### src/rtl/core/tmbg_pkg.sv
// shared types and constants of the tempo map beat grid generator
package tmbg_pkg;
    localparam int TEMPO_DEPTH        = 64;
    localparam int SIGNATURE_DEPTH    = 64;
    localparam int TIME_FRACTION_BITS = 16;
    localparam int TADDR_W            = $clog2(TEMPO_DEPTH);
    localparam int SADDR_W            = $clog2(SIGNATURE_DEPTH);
    localparam int TCNT_W             = $clog2(TEMPO_DEPTH + 1);
    localparam int SCNT_W             = $clog2(SIGNATURE_DEPTH + 1);
    localparam int ACC_W              = (TIME_FRACTION_BITS >= 16) ? 64 : 48 + TIME_FRACTION_BITS;
    localparam int NUM_W              = 38 + TIME_FRACTION_BITS;
    localparam int DEN_W              = 28;
    localparam int DIV_CNT_W          = $clog2(NUM_W + 1);
    localparam logic [16:0] WALK_LIMIT = 17'd65536;

    localparam logic [2:0] REQ_CLEAR  = 3'd0;
    localparam logic [2:0] REQ_TEMPO  = 3'd1;
    localparam logic [2:0] REQ_SIG    = 3'd2;
    localparam logic [2:0] REQ_REWIND = 3'd3;
    localparam logic [2:0] REQ_NEXT   = 3'd4;

    localparam logic [1:0] ST_POINT = 2'd0;
    localparam logic [1:0] ST_OK    = 2'd1;
    localparam logic [1:0] ST_FULL  = 2'd2;
    localparam logic [1:0] ST_EMPTY = 2'd3;

    localparam logic [1:0] CFG_RATE  = 2'd0;
    localparam logic [1:0] CFG_MODE  = 2'd1;
    localparam logic [1:0] CFG_START = 2'd2;

    typedef struct packed {
        logic [15:0] bar;
        logic [7:0]  beat;
        logic [19:0] bpm;
    } t_tempo;

    typedef struct packed {
        logic [15:0] bar;
        logic [7:0]  num;
        logic [7:0]  den;
    } t_sig;
endpackage

### src/rtl/core/tmbg_div.sv
// restoring divider for the beat duration, one quotient bit per cycle
module tmbg_div (
    input  logic                       i_clk,
    input  logic                       i_rst_n,
    input  logic                       i_start,
    input  logic [tmbg_pkg::NUM_W-1:0] i_num,
    input  logic [tmbg_pkg::DEN_W-1:0] i_den,
    output logic                       o_done,
    output logic [tmbg_pkg::NUM_W-1:0] o_quot
);
    logic [tmbg_pkg::NUM_W-1:0]     r_q;
    logic [tmbg_pkg::DEN_W:0]       r_rem;
    logic [tmbg_pkg::DEN_W-1:0]     r_den;
    logic [tmbg_pkg::DIV_CNT_W-1:0] r_cnt;
    logic                           r_busy;
    logic [tmbg_pkg::DEN_W:0]       w_sh;
    logic                           w_ge;

    assign w_sh = {r_rem[tmbg_pkg::DEN_W-1:0], r_q[tmbg_pkg::NUM_W-1]};
    assign w_ge = w_sh >= {1'b0, r_den};

    always_ff @(posedge i_clk) begin
        if (!i_rst_n) begin
            r_busy <= 1'b0;
            o_done <= 1'b0;
            r_cnt  <= '0;
        end else begin
            o_done <= 1'b0;
            if (i_start) begin
                r_busy <= 1'b1;
                r_cnt  <= tmbg_pkg::DIV_CNT_W'(tmbg_pkg::NUM_W);
                r_q    <= i_num;
                r_rem  <= '0;
                r_den  <= i_den;
            end else if (r_busy) begin
                r_rem <= w_ge ? w_sh - {1'b0, r_den} : w_sh;
                r_q   <= {r_q[tmbg_pkg::NUM_W-2:0], w_ge};
                r_cnt <= r_cnt - 1'b1;
                if (r_cnt == tmbg_pkg::DIV_CNT_W'(1)) begin
                    r_busy <= 1'b0;
                    o_done <= 1'b1;
                end
            end
        end
    end
    assign o_quot = r_q;
endmodule
### config.mk
export PLATFORM = sky130hd
export DESIGN_NAME = tmbg_div
export DESIGN_NICKNAME = d
export VERILOG_FILES = /design/src/rtl/core/tmbg_pkg.sv /design/src/rtl/core/tmbg_div.sv
export SDC_FILE = /design/constraint.sdc
export NUM_CORES = 1
export LEC_CHECK = 0
export BUFFER_PORTS_ARGS = -buffer_cell sky130_fd_sc_hd__buf_2
export CAP_MARGIN = 40
export CORE_ASPECT_RATIO = 0.75
export CORE_MARGIN = 3
export CORE_UTILIZATION = 25
export CTS_CLUSTER_DIAMETER = 50
export DETAILED_ROUTE_END_ITERATION = 6
export PLACE_DENSITY = 0.5
export SYNTH_ARGS = -nofsm -noshare
export SYNTH_HDL_FRONTEND = slang
export SYNTH_SLANG_ARGS = --single-unit
export TNS_END_PERCENT = 100
### constraint.sdc
create_clock -name i_clk -period 4.2 [get_ports i_clk]
set_clock_uncertainty 0.05 [all_clocks]
set_input_delay 0.21 -clock i_clk [delete_from_list [all_inputs] [get_ports i_clk]]
set_output_delay 0.21 -clock i_clk [all_outputs]
set_load 0.05 [all_outputs]
## After elaboration in Yosys (flattened, before gate mapping)

Index checks and enable logic that the tools add are counted.

- Logic and storage cells: 28
- Register bits: 118
- Output and inout port bits: 55

- $add $sub $neg: 2
- Mux-type cells: 10
- Equality and inequality tests: 1
- Reduce and logical (&&, ||, !) cells: 5
- Bitwise gates (word level): 2
- Magnitude comparators: 1

Operator list:

| operator | number |
|---|---|
| 54-bit two-way mux | 2 |
| 28-bit two-way mux | 2 |
| 29-bit by 28-bit greater-or-equal comparator with 1-bit output | 1 |
| 28-bit subtractor | 1 |
| 6-bit two-way mux | 2 |
| 6-bit by 1-bit == test with 1-bit output (second input constant) | 1 |
| 6-bit by 1-bit subtractor with 6-bit output (second input constant) | 1 |
| 1-bit two-way mux | 4 |
| 2-bit AND reduction | 2 |
| 3-bit OR reduction | 1 |
| 1-bit inverter | 2 |
| 2-bit nonzero test | 1 |
| 2-bit OR reduction | 1 |

## Logic depth before layout (Yosys ltp)

- Word-level depth: 4
- Gate-level depth with buffers: 13
- Gate-level depth less buffers: 11

## Worst setup path after synthesis

OpenSTA, ideal clock, no wires.

- Path kind: reg2reg
- Start: register r_q (netlist bit o_quot[53])
- End: register r_rem[24] (netlist bit) (data pin)
- Slack: 1.013 ns
- Stages on the path, launching flop included: 12
- Arrival time: 2.881 ns
- Library setup time: 0.256 ns
- Path through: edfxtp_1 > inv_1 > ha_1 > fa_1 > nand2b_1 > a21oi_1 > o41ai_4 > o31a_1 > o21ai_2 > mux2i_1 > a211oi_1 > a31o_2

- Longest elaborated chain between the ends: 3
- Elaborated cells on any way between the ends: 4

Ends and longest elaborated chain:

| what | RTL line | text |
|---|---|---|
| from (decl) | tmbg_div.sv:11 | `logic [tmbg_pkg::NUM_W-1:0] r_q;` |
| from (signal assigned) | tmbg_div.sv:32 | `r_q <= i_num;` |
| from (signal assigned) | tmbg_div.sv:37 | `r_q <= {r_q[tmbg_pkg::NUM_W-2:0], w_ge};` |
| 28-bit subtractor or 29-bit by 28-bit greater-or-equal comparator with 1-bit output (tied branches) | tmbg_div.sv:36, tmbg_div.sv:20 |  |
| 28-bit two-way mux * | tmbg_div.sv:36 | `r_rem <= w_ge ? w_sh - {1'b0, r_den} : w_sh;` |
| 28-bit two-way mux * | tmbg_div.sv:35 | `end else if (r_busy) begin` |
| to (signal assigned) | tmbg_div.sv:36 |  |
| to (decl) | tmbg_div.sv:12 | `logic [tmbg_pkg::DEN_W:0] r_rem;` |

Every way passes the cells marked *; elsewhere a longest branch is shown, timed or not. The select of a mux whose other input is x is not followed.
A chain may end at the register's enable or synchronous reset.

## Worst setup path after layout

- Start: register r_rem[9] (netlist bit)
- End: register r_rem[14] (netlist bit) (data pin)

- Longest elaborated chain between the ends: 3
- Elaborated cells on any way between the ends: 4

Ends and longest elaborated chain:

| what | RTL line |
|---|---|
| 28-bit subtractor or 29-bit by 28-bit greater-or-equal comparator with 1-bit output (tied branches) | tmbg_div.sv:36, tmbg_div.sv:20 |
| 28-bit two-way mux * | tmbg_div.sv:36 |
| 28-bit two-way mux * | tmbg_div.sv:35 |

Marks and branches as above.

==> impl_metrics.json <==
{
  "status": "complete, no violations",
  "synth_nets": 670,
  "yosysWarnings": 0,
  "drt_iter0_markers": 327,
  "yosysSeqAreaShare_pct": 53.9,
  "clock_path_buffers": 2,
  "slew_headroom_pct": 54.1,
  "synth_top_area_share_pct": 51.4,
  "final_nets": 843,
  "vias": 4724,
  "power_mw": 3.81,
  "use_met2_pct": 15.8,
  "dp_hpwl_mm": 11.9,
  "p_leak_nw": 3.39,
  "critPathRequiredTime_ns": 4.29,
  "cp-end-kind": "flop",
  "antenna_found_initial": 0,
  "htree_num_levels": 4,
  "die_area_um2": 27700,
  "clkSinkCount": 118,
  "drive_gt1_share_pct": 32.8,
  "async_reset_ff_share_pct": 0,
  "met3_usage_pct": 3.03,
  "worstPathCellList": "ha_1 -> a21oi_1 -> o22ai_2 -> a2111oi_0 -> nor2b_1 -> a21oi_1 -> or2_1 -> buf_4 -> or3_1 -> a21oi_1",
  "num_io_pins": 140,
  "yosysTopAreaCell": "edfxtp_1",
  "p_seq_share_pct": 38.1,
  "postRouteWirelength_mm": 16.1,
  "core_area_um2": 25100,
  "intPower_mw": 2.64,
  "clk_root_buffer_cell": "clkbuf_16",
  "setup_viol": 0,
  "place.gp.congestion": 0.808,
  "portBuffers": 139,
  "antennaDiodeCount": 0,
  "synth_area_um2": 6420,
  "rows": 50,
  "postRouteAntennaNets": 0,
  "drc": 0,
  "cts_buffers": 17,
  "peakVddDrop_mv": 0.258,
  "synth-seq-cells": 118,
  "post-synth-top-count-cell": "edfxtp_1",
  "hp-class": "primary input to flop",
  "pwr-share-clk_pct": 37.7,
  "swShare_pct": 30.6,
  "slew_viol_final": 0,
  "grt_setup_unrepaired": "false",
  "cts_tree": "built",
  "p_sw_mw": 1.17,
  "die_y_um": 145,
  "avgRoutedWirePerCell_um": 14.9,
  "synth-main-ff-cell": "edfxtp_1",
  "grt_max_degree": 54,
  "initial_utilization_pct": 25.6,
  "viasPerCell": 4.38,
  "clk_latency_ns": 0.42,
  "synth.distinct_cells": 61,
  "synthTopCellsByArea": "edfxtp_1, mux2_2, ha_1",
  "dr.pass1.iters": 4,
  "fin_ws_ns": 0.897,
  "fmaxAchievable_mhz": 303,
  "p_comb_share_pct": 24.2,
  "power_density_nw_per_um2": 455,
  "startpoint_type": "flop",
  "period_share_pct": 78.6,
  "syn2layout_area_growth_pct": 30.4,
  "fin_crit_ns": 3.30,
  "synth_common_cells": "edfxtp_1, nand2_1, mux2_2",
  "setup_tns_ns": 0,
  "stdcell_count": 1078,
  "die_x_um": 191,
  "critPathKind": "flop to flop",
  "cts_setup_buffers": 0,
  "syn-instance-count": 554,
  "synth_edf_count": 110,
  "grt_overflow": 0,
  "met1_usage_pct": 17.2,
  "whs_ns": 0.0359,
  "cap_violations": 0,
  "crit_fanout": 17,
  "clkTransAtPathRegs_ns": 0.06,
  "grt_pass1_wl_mm": 24.8,
  "slowest_delay_ns": 0.46,
  "cp.arrival_ns": 3.39,
  "busiest_layer": "met1",
  "first_global_vias": 4553,
  "crit_top_cell": "a21oi_1",
  "grtUsageTotal_pct": 11.5,
  "crit_slowest_cell": "a2111oi_0",
  "final-hold-violation-count": 0,
  "worstMarginPinSlew_ns": 0.688,
  "dp_cells": 1018,
  "synth_area_per_cell_um2": 11.6,
  "dp_slack_ns": 0.919
}
==> stage by stage <==
step	cell area [um^2]	util, %
2_1_floorplan	6420	-
3_3_place_gp	7500	29.9
3_5_place_dp	7520	30.0
4_1_cts	8380	33.4
5_1_grt	8380	33.4
6_report	8380	33.4
==> registers in the layout, indices dropped and copies added, names as in the netlist <==
register	count
o_quot	54
r_cnt	6
o_done	1
r_busy	1
r_rem	28
r_den	28
==> path summary, 6_finish.rpt <==
kind / start / to / slack [ns] / cells after the start
worst max-delay path: r_rem[9] / r_rem[14] / 0.90 / 10
worst max register to register: r_rem[9] / r_rem[14] / 0.90 / 10
worst min-delay path: i_num[26] / o_quot[26] / 0.04 / 2
worst min register to register: r_busy / o_done / 0.48 / 2
==> power by group through the flow <==
stage / sequential, mW / combinational [mW] / clock [mW]
detailed placement: 1.48 / 0.902 / 0
CTS: 1.45 / 0.928 / 1.48
finish: 1.45 / 0.921 / 1.44
floorplan: 1.59 / 0.564 / 0
global route: 1.47 / 1.02 / 1.53
global placement: 1.48 / 0.902 / 0
==> cells in the final DEF, fill, tap and decap left out, types with 3 or more instances in the layout <==
| cell | n |
|---|---|
| a211oi_1 | 10 |
| a21boi_0 | 4 |
| a21o_1 | 10 |
| a21oi_1 | 46 |
| a31oi_1 | 3 |
| and3_1 | 3 |
| buf_2 | 139 |
| buf_4 | 6 |
| clkbuf_16 | 17 |
| clkinv_2 | 4 |
| clkinvlp_4 | 5 |
| dfxtp_1 | 8 |
| dlygate4sd3_1 | 28 |
| edfxtp_1 | 110 |
| ha_1 | 30 |
| inv_1 | 45 |
| mux2_2 | 54 |
| nand2_1 | 58 |
| nand2b_1 | 4 |
| nand3_1 | 6 |
| nand4_1 | 5 |
| nor2_1 | 27 |
| nor3_1 | 10 |
| nor4_1 | 5 |
| o211ai_1 | 4 |
| o21a_1 | 3 |
| o21ai_0 | 14 |
| o31a_1 | 3 |
| or3_1 | 6 |
| xnor2_1 | 13 |
| xor2_1 | 8 |
==> metal layers <==
layer  part of all wire, %  wire length [um]
met1                    51              8270
met2                    43              6990
met3                   3.3               533
met4                   1.9               310
met5                     0                 0
==> timing repair <==
item | in CTS | in global routing
hold endpoints to repair | 28 | 0
endpoints found under the setup margin | 0 | 0
gates resized for setup | 0 | 0
hold buffers | 28 | 0
==> worst max-delay path: cells and delay by family (launching register included) <==
kind,cells,cell delay (ns)
AND/OR/NAND/NOR,3,0.70
AO/OA/AOI/OAI,5,1.15
flip-flops,1,0.39
buffers and inverters,1,0.33
adder cells (fa/ha/maj),1,0.39
==> area by class of cell <==
class	instances	area (um^2)
multi-input cells	369	2700
repair buffers	174	1040
well taps	338	423
fillers	2536	16700
clock inverters	12	130
flip-flops and latches	118	3460
clock buffers	20	447
inverters	47	178
==> cells by family (layout without fill, tap and decap cells) <==
| kind of cell | count (synthesis) | count (layout) | share of synthesized area, % |
|---|---|---|---|
| DFF | 118 | 118 | 53.9 |
| adders and majority gates | 31 | 31 | 6.15 |
| and+or+nand+nor | 142 | 142 | 10.7 |
| muxes | 56 | 56 | 9.78 |
| xor gates and xnor gates | 21 | 21 | 2.86 |
| buffers and inverters | 67 | 253 | 4.17 |
| AOI/OAI and AO/OA | 119 | 119 | 12.5 |
Note: power is estimated with default switching activity, not from simulation.
